==> config.mk <==
export PLATFORM = sky130hd
export DESIGN_NAME = signed_five_digit_seven_segment_scan
export DESIGN_NICKNAME = d
export VERILOG_FILES = /design/src/sv/ssd_pkg.sv /design/src/sv/signed_five_digit_seven_segment_scan.sv /design/src/sv/ssd_front.sv /design/src/sv/ssd_back.sv
export SDC_FILE = /design/constraint.sdc
export NUM_CORES = 1
export LEC_CHECK = 0
export BUFFER_PORTS_ARGS = -buffer_cell sky130_fd_sc_hd__clkbuf_2
export CAP_MARGIN = 20
export CORE_MARGIN = 1.5
export CORE_UTILIZATION = 35
export CTS_BUF_LIST = sky130_fd_sc_hd__clkbuf_4 sky130_fd_sc_hd__clkbuf_8 sky130_fd_sc_hd__clkbuf_16
export DETAILED_ROUTE_END_ITERATION = 16
export PLACE_DENSITY = 0.51
export SLEW_MARGIN = 5
export SYNTH_ARGS = -nofsm -noshare
export SYNTH_HDL_FRONTEND = slang
export SYNTH_SLANG_ARGS = --single-unit
==> constraint.sdc <==
create_clock -name clk -period 24.9 [get_ports clk]
set_clock_uncertainty 0.1 [all_clocks]
set_input_delay 1.245 -clock clk [delete_from_list [all_inputs] [get_ports clk]]
set_output_delay 1.245 -clock clk [all_outputs]
set_load 0.005 [all_outputs]
==> src/sv/ssd_pkg.sv <==
// ----------------------------------------------------------------------------
// ssd_pkg
// Shared constants, types and segment lookup for the signed seven-segment
// scan driver.
// ----------------------------------------------------------------------------
package ssd_pkg;

  localparam int NUM_DIGITS = 5;
  localparam int VALUE_W    = 18;
  localparam int PAT_W      = 7;
  localparam int POS_W      = 3;
  localparam int DIGIT_W    = 4;

  localparam int POW_N   = 10 ** NUM_DIGITS;
  localparam int CALC_W  = ($clog2(POW_N) > VALUE_W) ? $clog2(POW_N) : VALUE_W;
  localparam int PCNT_W  = $clog2(NUM_DIGITS + 1);
  localparam int QDEPTH  = 2;
  localparam int QPTR_W  = $clog2(QDEPTH);
  localparam int QCNT_W  = $clog2(QDEPTH + 1);

  localparam logic [CALC_W-1:0] MAG_LIMIT = CALC_W'(POW_N - 1);

  localparam logic [PAT_W-1:0] PAT_MINUS = 7'h40;
  localparam logic [PAT_W-1:0] PAT_BLANK = 7'h00;
  localparam logic [PAT_W-1:0] PAT_ZERO  = 7'h3F;

  // One queued word: sign and saturated magnitude.
  typedef struct packed {
    logic              neg;
    logic [CALC_W-1:0] mag;
  } item_t;

  // Weight of each digit position, indexed by position (entry 0 unused).
  typedef logic [CALC_W-1:0] scale_tab_t [NUM_DIGITS+1];

  function automatic scale_tab_t build_scale();
    scale_tab_t t;
    int         s;
    s    = 1;
    t[0] = '0;
    for (int p = NUM_DIGITS; p >= 1; p--) begin
      t[p] = CALC_W'(s);
      s    = s * 10;
    end
    return t;
  endfunction

  localparam scale_tab_t SCALE_AT = build_scale();

  function automatic logic [PAT_W-1:0] seg_of(input logic [DIGIT_W-1:0] d);
    logic [PAT_W-1:0] p;
    case (d)
      4'd0:    p = 7'h3F;
      4'd1:    p = 7'h06;
      4'd2:    p = 7'h5B;
      4'd3:    p = 7'h4F;
      4'd4:    p = 7'h66;
      4'd5:    p = 7'h6D;
      4'd6:    p = 7'h7D;
      4'd7:    p = 7'h07;
      4'd8:    p = 7'h7F;
      4'd9:    p = 7'h6F;
      default: p = PAT_BLANK;
    endcase
    return p;
  endfunction

  // Mask a position count onto the strobe field width.
  function automatic logic [POS_W-1:0] to_pos(input logic [PCNT_W-1:0] c);
    logic [PCNT_W+POS_W-1:0] ext;
    ext = {{POS_W{1'b0}}, c};
    return ext[POS_W-1:0];
  endfunction

endpackage

==> src/sv/signed_five_digit_seven_segment_scan.sv <==
// ----------------------------------------------------------------------------
// signed_five_digit_seven_segment_scan
// Splits a signed value into decimal digit strobes with seven-segment
// patterns, leading blanks and a minus sign left of the first digit.
// ----------------------------------------------------------------------------
//  channel  handshake            payload
//  in       in_valid / in_stall  value
//  out      out_valid/ out_stall segment_pattern, digit_position, last
//
//  A word yields five strobes, six when negative, one per cycle from the
//  scan sequencer while the output is not stalled.
//  A two-word queue sits between input and sequencer; input is taken while
//  the sequencer and output register are busy or stalled, until the queue is full.
//  rst is synchronous and empties the queue, sequencer and output register.
// ----------------------------------------------------------------------------
module signed_five_digit_seven_segment_scan (
  input  logic                               clk,
  input  logic                               rst,
  input  logic                               in_valid,
  output logic                               in_stall,
  input  logic signed [ssd_pkg::VALUE_W-1:0] value,
  output logic                               out_valid,
  input  logic                               out_stall,
  output logic [ssd_pkg::PAT_W-1:0]          segment_pattern,
  output logic [ssd_pkg::POS_W-1:0]          digit_position,
  output logic                               last
);

  logic           q_valid;
  logic           q_pop;
  ssd_pkg::item_t q_item;

  ssd_front u_front (
    .clk      (clk),
    .rst      (rst),
    .in_valid (in_valid),
    .in_stall (in_stall),
    .value    (value),
    .q_valid  (q_valid),
    .q_item   (q_item),
    .q_pop    (q_pop)
  );

  ssd_back u_back (
    .clk             (clk),
    .rst             (rst),
    .q_valid         (q_valid),
    .q_item          (q_item),
    .q_pop           (q_pop),
    .out_valid       (out_valid),
    .out_stall       (out_stall),
    .segment_pattern (segment_pattern),
    .digit_position  (digit_position),
    .last            (last)
  );

endmodule

==> src/sv/ssd_front.sv <==
// ----------------------------------------------------------------------------
// ssd_front
// Accepts input words, takes the magnitude with saturation and queues
// sign plus magnitude for the scan sequencer.
// ----------------------------------------------------------------------------
module ssd_front (
  input  logic                          clk,
  input  logic                          rst,
  input  logic                          in_valid,
  output logic                          in_stall,
  input  logic signed [ssd_pkg::VALUE_W-1:0] value,
  output logic                          q_valid,
  output ssd_pkg::item_t                q_item,
  input  logic                          q_pop
);

  ssd_pkg::item_t                    ent [ssd_pkg::QDEPTH];
  logic [ssd_pkg::QPTR_W-1:0]        wr_ptr;
  logic [ssd_pkg::QPTR_W-1:0]        rd_ptr;
  logic [ssd_pkg::QCNT_W-1:0]        count;
  logic                              push;
  logic [ssd_pkg::VALUE_W-1:0]       raw_mag;
  ssd_pkg::item_t                    new_item;

  always_comb begin
    raw_mag      = value[ssd_pkg::VALUE_W-1] ? (~value + 1'b1) : value;
    new_item.neg = value[ssd_pkg::VALUE_W-1];
    new_item.mag = ssd_pkg::CALC_W'(raw_mag);
    // clamp to all nines
    if (new_item.mag > ssd_pkg::MAG_LIMIT) begin
      new_item.mag = ssd_pkg::MAG_LIMIT;
    end
  end

  assign in_stall = (count == ssd_pkg::QCNT_W'(ssd_pkg::QDEPTH));
  assign push     = in_valid && !in_stall;
  assign q_valid  = (count != '0);
  assign q_item   = ent[rd_ptr];

  always_ff @(posedge clk) begin
    if (push) begin
      ent[wr_ptr] <= new_item;
    end
  end

  always_ff @(posedge clk) begin
    if (rst) begin
      wr_ptr <= '0;
      rd_ptr <= '0;
      count  <= '0;
    end else begin
      if (push) begin
        wr_ptr <= wr_ptr + 1'b1;
      end
      if (q_pop) begin
        rd_ptr <= rd_ptr + 1'b1;
      end
      case ({push, q_pop})
        2'b10:   count <= count + 1'b1;
        2'b01:   count <= count - 1'b1;
        default: count <= count;
      endcase
    end
  end

  property p_no_pop_empty;
    @(posedge clk) disable iff (rst) q_pop |-> q_valid;
  endproperty
  a_no_pop_empty: assert property (p_no_pop_empty) else $error("pop from empty queue");

  property p_count_bound;
    @(posedge clk) disable iff (rst) count <= ssd_pkg::QCNT_W'(ssd_pkg::QDEPTH);
  endproperty
  a_count_bound: assert property (p_count_bound) else $error("queue count overflow");

  property p_push_counts;
    @(posedge clk) disable iff (rst) (push && !q_pop) |=> (count == $past(count) + 1'b1);
  endproperty
  a_push_counts: assert property (p_push_counts) else $error("push not counted");

endmodule

==> src/sv/ssd_back.sv <==
// ----------------------------------------------------------------------------
// ssd_back
// Scan sequencer: emits one strobe per cycle while the output is not stalled,
// taking the queued word a decimal digit at a time, plus a minus strobe for negative words.
// ----------------------------------------------------------------------------
module ssd_back (
  input  logic                        clk,
  input  logic                        rst,
  input  logic                        q_valid,
  input  ssd_pkg::item_t              q_item,
  output logic                        q_pop,
  output logic                        out_valid,
  input  logic                        out_stall,
  output logic [ssd_pkg::PAT_W-1:0]   segment_pattern,
  output logic [ssd_pkg::POS_W-1:0]   digit_position,
  output logic                        last
);

  logic                          busy;
  logic [ssd_pkg::CALC_W-1:0]    rem;
  logic                          neg;
  logic                          started;
  logic [ssd_pkg::PCNT_W-1:0]    pos;

  logic                          adv;
  logic [ssd_pkg::CALC_W-1:0]    scale;
  logic [ssd_pkg::CALC_W+3:0]    thr;
  logic [ssd_pkg::CALC_W+3:0]    take;
  logic [ssd_pkg::DIGIT_W-1:0]   digit;
  logic                          last_pos;
  logic                          emit_minus;
  logic                          finish;
  logic [ssd_pkg::PAT_W-1:0]     pat_next;
  logic [ssd_pkg::POS_W-1:0]     strobe_next;

  assign adv = !out_valid || !out_stall;

  // Pick the digit by comparing against each multiple of the weight.
  always_comb begin
    scale = ssd_pkg::SCALE_AT[pos];
    digit = '0;
    take  = '0;
    thr   = '0;
    for (int k = 1; k <= 9; k++) begin
      thr = (ssd_pkg::CALC_W + 4)'(scale) * (ssd_pkg::CALC_W + 4)'(k);
      if ({4'b0000, rem} >= thr) begin
        digit = ssd_pkg::DIGIT_W'(k);
        take  = thr;
      end
    end
  end

  always_comb begin
    last_pos   = (pos == ssd_pkg::PCNT_W'(ssd_pkg::NUM_DIGITS));
    emit_minus = neg && !started && (digit != '0);
    finish     = busy && adv && !emit_minus && last_pos;
    q_pop      = q_valid && (!busy || finish);
    if (emit_minus) begin
      pat_next    = ssd_pkg::PAT_MINUS;
      strobe_next = ssd_pkg::to_pos(pos - 1'b1);
    end else begin
      strobe_next = ssd_pkg::to_pos(pos);
      if (digit != '0) begin
        pat_next = ssd_pkg::seg_of(digit);
      end else if (started || last_pos) begin
        pat_next = ssd_pkg::PAT_ZERO;
      end else begin
        pat_next = ssd_pkg::PAT_BLANK;
      end
    end
  end

  always_ff @(posedge clk) begin
    if (busy && adv) begin
      segment_pattern <= pat_next;
      digit_position  <= strobe_next;
      last            <= !emit_minus && last_pos;
    end
  end

  always_ff @(posedge clk) begin
    if (rst) begin
      busy      <= 1'b0;
      out_valid <= 1'b0;
      neg       <= 1'b0;
      started   <= 1'b0;
      pos       <= '0;
      rem       <= '0;
    end else begin
      if (adv) begin
        out_valid <= busy;
      end
      // load the next word, back to back with the final strobe
      if (q_pop) begin
        busy    <= 1'b1;
        rem     <= q_item.mag;
        neg     <= q_item.neg;
        started <= 1'b0;
        pos     <= ssd_pkg::PCNT_W'(1);
      end else if (busy && adv) begin
        if (emit_minus) begin
          neg <= 1'b0;
        end else begin
          rem <= rem - take[ssd_pkg::CALC_W-1:0];
          if (digit != '0) begin
            started <= 1'b1;
          end
          // hold the position on the final strobe
          if (last_pos) begin
            busy <= 1'b0;
          end else begin
            pos <= pos + 1'b1;
          end
        end
      end
    end
  end

  property p_pos_range;
    @(posedge clk) disable iff (rst)
      busy |-> (pos >= ssd_pkg::PCNT_W'(1)) && (pos <= ssd_pkg::PCNT_W'(ssd_pkg::NUM_DIGITS));
  endproperty
  a_pos_range: assert property (p_pos_range) else $error("scan position out of range");

  property p_last_shows;
    @(posedge clk) disable iff (rst)
      (out_valid && last) |-> (segment_pattern != ssd_pkg::PAT_BLANK);
  endproperty
  a_last_shows: assert property (p_last_shows) else $error("rightmost digit blank");

  property p_minus_not_last;
    @(posedge clk) disable iff (rst)
      (out_valid && (segment_pattern == ssd_pkg::PAT_MINUS)) |-> !last;
  endproperty
  a_minus_not_last: assert property (p_minus_not_last) else $error("minus on final strobe");

  property p_rem_fits;
    @(posedge clk) disable iff (rst)
      (busy && !emit_minus) |-> ({4'b0000, rem} <
        ((ssd_pkg::CALC_W + 4)'(scale) * (ssd_pkg::CALC_W + 4)'(10)));
  endproperty
  a_rem_fits: assert property (p_rem_fits) else $error("remainder exceeds digit weight");

endmodule
Word level (Yosys, flattened, before mapping)
Memory sizes are Yosys's and may differ from the RTL's. A register that Yosys moved wholly into a read port is not among the register bits.
Cells that the tools add are included.
{"block": "op_classes", "add_sub_neg": 8, "mul": 5, "magnitude_cmp": 11, "n_eq_ne": 6, "muxes": 44, "bitwise_logic": 4, "n_reduce_logical": 30}
{"operator": "$mux 18", "n": 16}
{"operator": "$ge 18x21->1", "n": 4}
{"operator": "$mul 18x3->21 const B", "n": 2}
{"operator": "$ge 18x20->1", "n": 2}
{"operator": "$mul 18x2->20 const B", "n": 2}
{"operator": "$ge 18x22->1", "n": 1}
{"operator": "$mul 18x4->22 const B", "n": 1}
{"operator": "$ge 18x19->1", "n": 1}
{"operator": "$add 18x1->18 const B", "n": 1}
{"operator": "$ge 18x18->1", "n": 1}
{"operator": "$gt 18x17->1 const B", "n": 1}
{"operator": "$not 18->18", "n": 1}
{"operator": "$sub 18x18->18", "n": 1}
{"operator": "$mux 1", "n": 16}
{"operator": "$mux 3", "n": 5}
{"operator": "$reduce_and 3->1", "n": 4}
{"operator": "$reduce_bool 2->1", "n": 5}
{"operator": "$logic_and 1x1->1", "n": 8}
{"operator": "$mux 4", "n": 2}
{"operator": "$mux 7", "n": 1}
{"operator": "$logic_not 1->1", "n": 6}
{"operator": "$mux 6", "n": 1}
{"operator": "$eq 2x2->1 const B", "n": 2}
{"operator": "$ge 4x4->1 const B", "n": 1}
{"operator": "16 further kinds", "n": 23}
{"block": "totals", "ff_bits": 40, "ramBits": 38, "mem_bits_ro": 256, "in_bits": 22, "n_memories": 3}
{"name": "(no name shown)", "depth": 8, "width": 18, "read_ports": 1, "rd_clocked_by_memory_dff": 0, "wr": 0, "line_no": "ssd_back.sv:40", "source": "scale = ssd_pkg::SCALE_AT[pos];"}
{"name": "(no name shown)", "depth": 16, "width": 7, "read_ports": 1, "rd_clocked_by_memory_dff": 0, "wr": 0, "line_no": "ssd_pkg.sv:52", "source": "case (d)"}
{"name": "u_front.ent", "depth": 2, "width": 19, "read_ports": 1, "rd_clocked_by_memory_dff": 1, "wr": 1, "line_no": "ssd_front.sv:17", "source": "ssd_pkg::item_t ent [ssd_pkg::QDEPTH];"}

Logic depth before layout (Yosys ltp)
Gate-level depths: netlist (run 1).
{"block": "logic_depth", "word_depth": 23, "mapped_depth": 39}

Modules after synthesis
Synthesis (run 1) repeated with hierarchy kept, for this count alone.
{"block": "unflattened", "cells_unflattened": 1133, "hier_area_um2": 9733.1}
{"mod": "ssd_back", "n_inst": 1, "cells_per_inst": 957, "area_each_um2": 7487.2}
{"mod": "ssd_front", "n_inst": 1, "cells_per_inst": 176, "area_each_um2": 2245.9}

Worst setup path after synthesis (run 1)
OpenSTA, ideal clock, no wires.
{"block": "synth_path", "kind": "register to register", "from": "register u_back.pos[0] (netlist name)", "to": "register u_back.rem[16] (netlist name)", "setup_ps": 95, "arrival_ps": 7687, "required_time_ps": 24705, "slack_ps": 17017, "stages_incl_launch_ff": 38, "path_buffers": 1, "synth_period_minus_slack_ps": 7883, "cell_sequence": "dfxtp_1 inv_1 ha_1 nand2b_1 clkbuf_1 inv_1 nor2_1 inv_1 ha_1 a21o_1 ha_1 nor2b_1 o21ai_0 nand2b_1 a21o_1 a21o_1 a21o_1 a21oi_1 [2 not listed] o21a_1 a2111oi_0 a21oi_1 or2_2 o22ai_1 nor2_1 ha_1 fa_1 nor2b_1 o31a_1 nor2b_1 o31ai_1 nand2_1 a21oi_1 a211oi_1 xnor2_1 nand3_1 a221oi_1"}
{"block": "synth_via", "elab_chain_len": 23, "elab_cells_between_ends": 51}
{"element": "from (decl)", "line_no": "ssd_back.sv:23", "source": "logic [ssd_pkg::PCNT_W-1:0] pos;"}
{"element": "from (signal assigned)", "line_no": "ssd_back.sv:99", "source": "pos <= ssd_pkg::PCNT_W'(1);"}
{"element": "from (signal assigned)", "line_no": "ssd_back.sv:112", "source": "pos <= pos + 1'b1;"}
{"element": "parallel branches: the longest is 23 deep, another holds $mul 18x2->20"}
{"element": "to (signal assigned)", "line_no": "ssd_back.sv:96", "source": "rem <= q_item.mag;"}
{"element": "to (signal assigned)", "line_no": "ssd_back.sv:104", "source": "rem <= rem - take[ssd_pkg::CALC_W-1:0];"}
{"element": "to (decl)", "line_no": "ssd_back.sv:20", "source": "logic [ssd_pkg::CALC_W-1:0] rem;"}
Parallel ways; which one is timed is not known. The select of a mux whose other input is x is not followed.
A chain may end at the register's enable or synchronous reset.

Worst setup path in the final report (run 1)
{"block": "layout_path", "from": "register u_back.pos[0] (netlist name)", "to": "register u_back.rem[15] (netlist name)"}
Same word-level chain as after synthesis.

==> results.md, run 1 <==
* Largest net degree at the start of global routing at 35
* Tcrit/Tclk final at between 30% and 40%
* Synth Area in Simple Gates at 17.25%
* Hold worst-path end: u_back.busy
* Post_cts resized at 0
* Largest incremental delay on the critical path at between 0.6 and 0.7 ns
* Worst path most repeated cell: ha_1
* Layout cells sized above 1 at 7.713%
* CTS tree: yes
* Worst hold margin at between 0.4 and 0.5 ns
* Status: complete, no violations
* XOR/XNOR Fraction of Synth Area at 6.131%
* Max-cap violation count at 0
* Req. time, crit path at between 20 and 30 ns
* CP max stage cell: nor2_1
* I/O Buffers at 34
* Sequential fraction of the synthesis area at between 20% and 30%
* Crit path DAT at between 9 and 10 ns
* Placed cells at 1459
* Core Area at roughly 26000 sq um
* Worst-Margin Slew at between 0.9 and 1 ns
* Footprint of the multi-input gates at ~7000 sq um
* Setup Viol. Count Final at 0
* Worst Setup End Kind: register
* Yosys reg bits at 79
* Min-delay worst type: register to register
* RSZ-0062 raised after global routing: no
* CTS H-tree lvls at 3
* Gr usage total at between 20% and 30%
* Die width at 167.1 um
* Fin Setup TNS at 0 ns
* # DRC at 0
* Element type at the critical path start: register
* Num CTS Buffers at 9
* Vias in the first global route at 8378
* Dpl hpwl at between 20000 and 25000 um
* Antenna-violating nets left at 0
* Adder-cell share of the synthesized area at 22.80%
* DIE AREA at 27930 sq um
* Primary FF master, synth: edfxtp_1
* Final Hold Viols at 0
* Final Net Count at around 1300
* Clk sinks at around 80
* Global-route wire length before repair at between 40000 and 50000 um
* R2r endpoint: u_back.rem[15]
* Main combinational cell family by area after synthesis: compound AO/OA/AOI/OAI gates
* Area share of the largest cell type after synthesis at between 20% and 30%
* Initial Util at 35.88%
* Die height at roughly 170 um
* Vias at 8666
* Antenna Cells at 0
* Area Growth Syn to Fin at 9.222%
* HP Start: u_back.busy
* Compound-Gate Fraction of Synth Area at 24.85%
* RR Startpoint: u_back.pos[0]
* Via/cell ratio at roughly 6
* Synthesis warning total at 0
* Worst-path clk slew at about 0.06 ns
* Upper clock frequency limit at approximately 100 MHz
* Met3 routed WL at about 2000 um
* Leading cell types in the layout, fill and taps excluded: ha_1, a21oi_1, nand2_1, nor2_1, o21ai_0
* Crit Path Class: register to register
* Clk_lat worst skew at approximately 0.35 ns
* Mux cell area share after synthesis at approximately 2.7%
* Mapped Area at roughly 9400 sq um
* # hold bufs at CTS at 0
* Total gr overflow at 0
* Initial antenna violation count at 0
* Final design utilization at approximately two fifths
* WL final at just over 30000 um
* Synth area leader: ha_1
* Yosys cell types at 80
* Final min period at ~9.6 ns
* Final std cells w/o fill at roughly 1500
* Routed len/inst at 20.45 um
* Cells taking the most area after synthesis: ha_1, edfxtp_1, dfxtp_1
* Met2 wire len at 13450 um
* Synth Instances at ~1100
* Row count at 59
* Max FO, Critical Path at 16
* Share of synthesized registers carrying an async set or reset at 0%
* Clock Tree Buf Depth at 2
* R2R cell count at 35
* Post-synth EDFFs at 49
* Fin. max-slew vios at 0
* Final GP Congestion at slightly below 1
* Post-CTS setup buffers at 0
* FF/Latch Area at 2072 sq um
* Initial drt markers at 670
* FILL cells at between 2000 and 3000
* CTS root buf: clkbuf_16
* I/O pins at 35
* DRT Pass-1 Iters at 5
* Hold path depth at 2
* Highest metal used: met4
* Max_slew headroom at 34.50%
* Setup slack, reg-to-reg at between 15 and 20 ns
* Mean Syn Cell Area at around 8.5 sq um
* DRT met1 WL at about 14000 um
* Commonest non-fill, non-tap cell in the layout: ha_1
==> synth_stat cells, drive strengths merged (4+ instances only) <==
cell type,instances
nand3,14
xnor2,35
o21bai,6
a211o,8
and3,6
o21a,14
buf,11
nor2,77
a211oi,42
dfxtp,30
a21oi,85
or3,12
inv,56
o31a,6
clkbuf,32
nand2b,17
a31oi,13
o211ai,8
o32ai,4
nand4,16
nand2,83
o31ai,13
a21o,18
and2,7
a22o,4
a311oi,8
nand3b,5
ha,163
mux2i,23
nor3,34
or2,12
xor2,31
nor4,8
o2111ai,4
fa,5
o22ai,11
edfxtp,49
nor2b,24
a221oi,10
o21ai,64
==> cell families (layout without fill, tap and decap cells) <==
kind of cell             count (synthesis)  count (layout)
AND/OR/NAND/NOR                        324             324
buffers and inverters                  101             120
XOR/XNOR                                66              66
adder cells (fa/ha/maj)                169             169
flip-flops                              79              79
multiplexers                            25              25
AO/OA/AOI/OAI                          349             349
other                                    2               9
==> layer usage <==
layer	track usage, %	up-vias
met4	10.26	0
met5	0	-
met1	29.67	4049
met3	3.498	58
li1	-	4255
met2	34.87	304
==> final cells by class <==
type                       count  share of cell area, %
tap                          335                  4.070
multi-input combinational    942                  67.82
inverter                      58                  2.114
timing repair buffer          46                  2.721
clock inverter                 5                 0.5953
sequential                    79                  20.12
clock buffer                  11                  2.563
==> registers in the layout, indices dropped and copies added (netlist names), named ones only <==
name / cells
u_back.digit_position: 3
u_back.out_valid: 1
u_back.busy: 1
u_back.neg: 1
u_back.last: 1
u_back.pos: 3
u_front.wr_ptr: 1
u_back.rem: 18
u_front.ent: 38
u_back.segment_pattern: 7
u_front.count: 2
u_front.rd_ptr: 1
u_back.started: 1
==> metrics by stage <==
| stage | worst slack (ns) | instance area [sq um] |
|---|---|---|
| 3_5_place_dp | 15.48 | 9946 |
| 3_3_place_gp | 15.67 | 9946 |
| 2_1_floorplan | 17.02 | 9455 |
| 6_report | 15.34 | 10300 |
| 5_1_grt | 14.57 | 10300 |
| 4_1_cts | 15.48 | 10270 |
==> worst max-delay path by stage <==
stage                             start             end  slack [ns]  cells after the start
after detailed placement  u_back.pos[0]  u_back.rem[15]       15.48                     35
after CTS                 u_back.pos[0]  u_back.rem[15]       15.48                     35
after global routing      u_back.pos[2]  u_back.rem[16]       14.57                     33
final                     u_back.pos[0]  u_back.rem[15]       15.34                     35
after floorplan           u_back.pos[0]  u_back.rem[16]       17.02                     37
after global placement    u_back.pos[0]  u_back.rem[15]       15.67                     36
==> critical path, delay by kind of cell (launching register included) <==
family | cells | cell delay, ns
compound gates | 15 | 3.55
xor+xnor | 1 | 0.16
fa+ha+maj | 4 | 1.23
buf+inv | 5 | 1.35
flops | 1 | 0.57
mux | 1 | 0.10
simple gates | 9 | 2.33
Power of run 1 is left out: the tool's default activity adds up to more than one toggle a clock period on the data nets, which glitch-free logic cannot reach.
==> run 2, diff against run 1 <==
clock period = 9.49 ns   (was 24.9 ns; I/O delays follow)
==> run 2 against run 1 <==
Worst setup slack got worse by 14 ns. Fmax rose by 13%. Non-clock buffer count rose by 11. Sequential cell count did not move. Critical path depth fell by 1. Critical endpoint is now u_back.rem[16]. Highest routed layer unchanged.
==> results.md, run 2 (synthesis results as in run 1) <==
* Status: complete, no violations (unchanged)
* Top reg by flops: u_front.ent (unchanged)
* Total gr overflow at 0 (unchanged)
* Min-delay worst type: input port to register (was register to register)
* Final min period at 8.477 ns (was 9.559 ns)
* RSZ-0062 raised after global routing: no (unchanged)
* WL final at 29610 um (was 30190 um)
* Worst-Margin Slew at 1.061 ns (was 0.9742 ns)
* Final Hold Viols at 0 (unchanged)
* Worst-path clk slew at 0.07 ns (was 0.06 ns)
* Initial antenna violation count at 0 (unchanged)
* # hold bufs at CTS at 0 (unchanged)
* Setup ws final at 1.013 ns (was 15.34 ns)
* Post-Place Worst Slack at 1.239 ns (was 15.48 ns)
* Element type at the critical path start: register (unchanged)
* Clk sinks at 79 (unchanged)
* Crit path DAT at 8.61 ns (was 9.70 ns)
* Largest net degree at the start of global routing at 33 (was 35)
* Global-route wire length before repair at 46980 um (was 48090 um)
* Vias in the first global route at 8371 (was 8378)
* Area Growth Syn to Fin at 9.886% (was 9.222%)
* Max FO, Critical Path at 16 (unchanged)
* CTS H-tree lvls at 3 (unchanged)
* CTS root buf: clkbuf_16 (unchanged)
* Initial drt markers at 603 (was 670)
* Setup Viol. Count Final at 0 (unchanged)
* Post_cts resized at 0 (unchanged)
* Row count at 59 (unchanged)
* Crit Path Class: register to register (unchanged)
* Clk_lat worst skew at 0.34 ns (was 0.35 ns)
* Met2 wire len at 13540 um (was 13450 um)
* Die height at 167.1 um (unchanged)
* DRT Pass-1 Iters at 6 (was 5)
* I/O pins at 35 (unchanged)
* Vias at 8645 (was 8666)
* Final Net Count at 1337 (was 1326)
* Layout cells sized above 1 at 8.594% (was 7.713%)
* Initial Util at 35.88% (unchanged)
* Met3 routed WL at 1420 um (was 1986 um)
* Die width at 167.1 um (unchanged)
* Upper clock frequency limit at 118.0 MHz (was 104.6 MHz)
* Worst path most repeated cell: ha_1 (unchanged)
* CTS tree: yes (unchanged)
* Routed len/inst at 19.91 um (was 20.45 um)
* CP max stage cell: a211o_1 (was nor2_1)
* Final GP Congestion at 0.9278 (was 0.9628)
* Req. time, crit path at 9.63 ns (was 25.04 ns)
* Gr usage total at 21.48% (was 22.11%)
* Largest incremental delay on the critical path at 0.51 ns (was 0.69 ns)
* Antenna-violating nets left at 0 (unchanged)
* Max_slew headroom at 29.21% (was 34.50%)
* Worst Setup End Kind: register (unchanged)
* Fin. max-slew vios at 0 (unchanged)
* Dpl hpwl at 23390 um (was 23490 um)
* Leading cell types in the layout, fill and taps excluded: ha_1, a21oi_1, nand2_1, nor2_1, o21ai_0 (unchanged)
* # DRC at 0 (unchanged)
* Antenna Cells at 0 (unchanged)
* Post-CTS setup buffers at 0 (unchanged)
* Tcrit/Tclk final at 89.33% (was 38.39%)
* Max-cap violation count at 0 (unchanged)
* Num CTS Buffers at 9 (unchanged)
* Commonest non-fill, non-tap cell in the layout: ha_1 (unchanged)
* I/O Buffers at 34 (unchanged)
* Clock Tree Buf Depth at 2 (unchanged)
* Highest metal used: met4 (unchanged)
* DIE AREA at 27930 sq um (unchanged)
* Largest register FFs at 38 (unchanged)
* Biggest regs: u_front.ent: 38 flops, u_back.rem: 18 flops, u_back.segment_pattern: 7 flops (unchanged)
* Fin Setup TNS at 0 ns (unchanged)
* Via/cell ratio at 5.814 (was 5.871)
* DRT met1 WL at 13670 um (was 13550 um)
* Core Area at 26280 sq um (unchanged)
-- run 2: changes by cell type in the layout (fill, tap and decap cells not counted), sizes merged --
| cell | change |
|---|---|
| clkbuf | -1 |
| buf | +11 |
| clkinv | -1 |
| inv | +3 |
| bufinv | -1 |
-- run 2: per-layer routing --
metal	global-route usage [%]	vias up
li1	-	4274
met1	28.50	4065
met2	35.86	255
met3	2.600	51
met4	7.873	0
met5	0	-
-- run 2: area by class of cell --
type,instances,area (sq um)
Fill cell,2713,15920
Multi-Input combinational cell,942,6984
Sequential cell,79,2072
Tap cell,335,419.2
Timing Repair Buffer,57,362.8
Clock buffer,10,250.2
Inverter,58,217.7
Clock inverter,6,55.05
-- run 2: worst paths after layout --
kind | endpoint | cells after the start | from | slack (ns)
worst max-delay path | u_back.rem[16] | 34 | u_back.pos[1] | 1.01
worst max register to register | u_back.rem[16] | 34 | u_back.pos[1] | 1.01
worst min register to register | u_front.count[1] | 2 | u_front.count[1] | 0.41
worst min-delay path | u_back.out_valid | 3 | out_stall | 0.29
-- run 2: worst max-delay path, delay by kind of cell (launching register included) --
family	cells	cell delay (ns)
fa+ha+maj	6	1.87
simple gates	11	1.72
flops	1	0.45
compound gates	13	3.36
buf+inv	3	0.73
xor+xnor	1	0.14
-- run 2: through the flow --
stage	util (%)	instance area (sq um)	std cells	hold slack, ns
after global routing	39.43	10360	1487	0.3134
after CTS	39.43	10360	1487	0.2741
final	39.43	10360	1487	0.2875
after global placement	38.16	10030	1470	0.3947
after floorplan	-	9455	1122	0.3718
after detailed placement	38.26	10060	1471	0.3987
Power of run 2 is left out for the same reason.
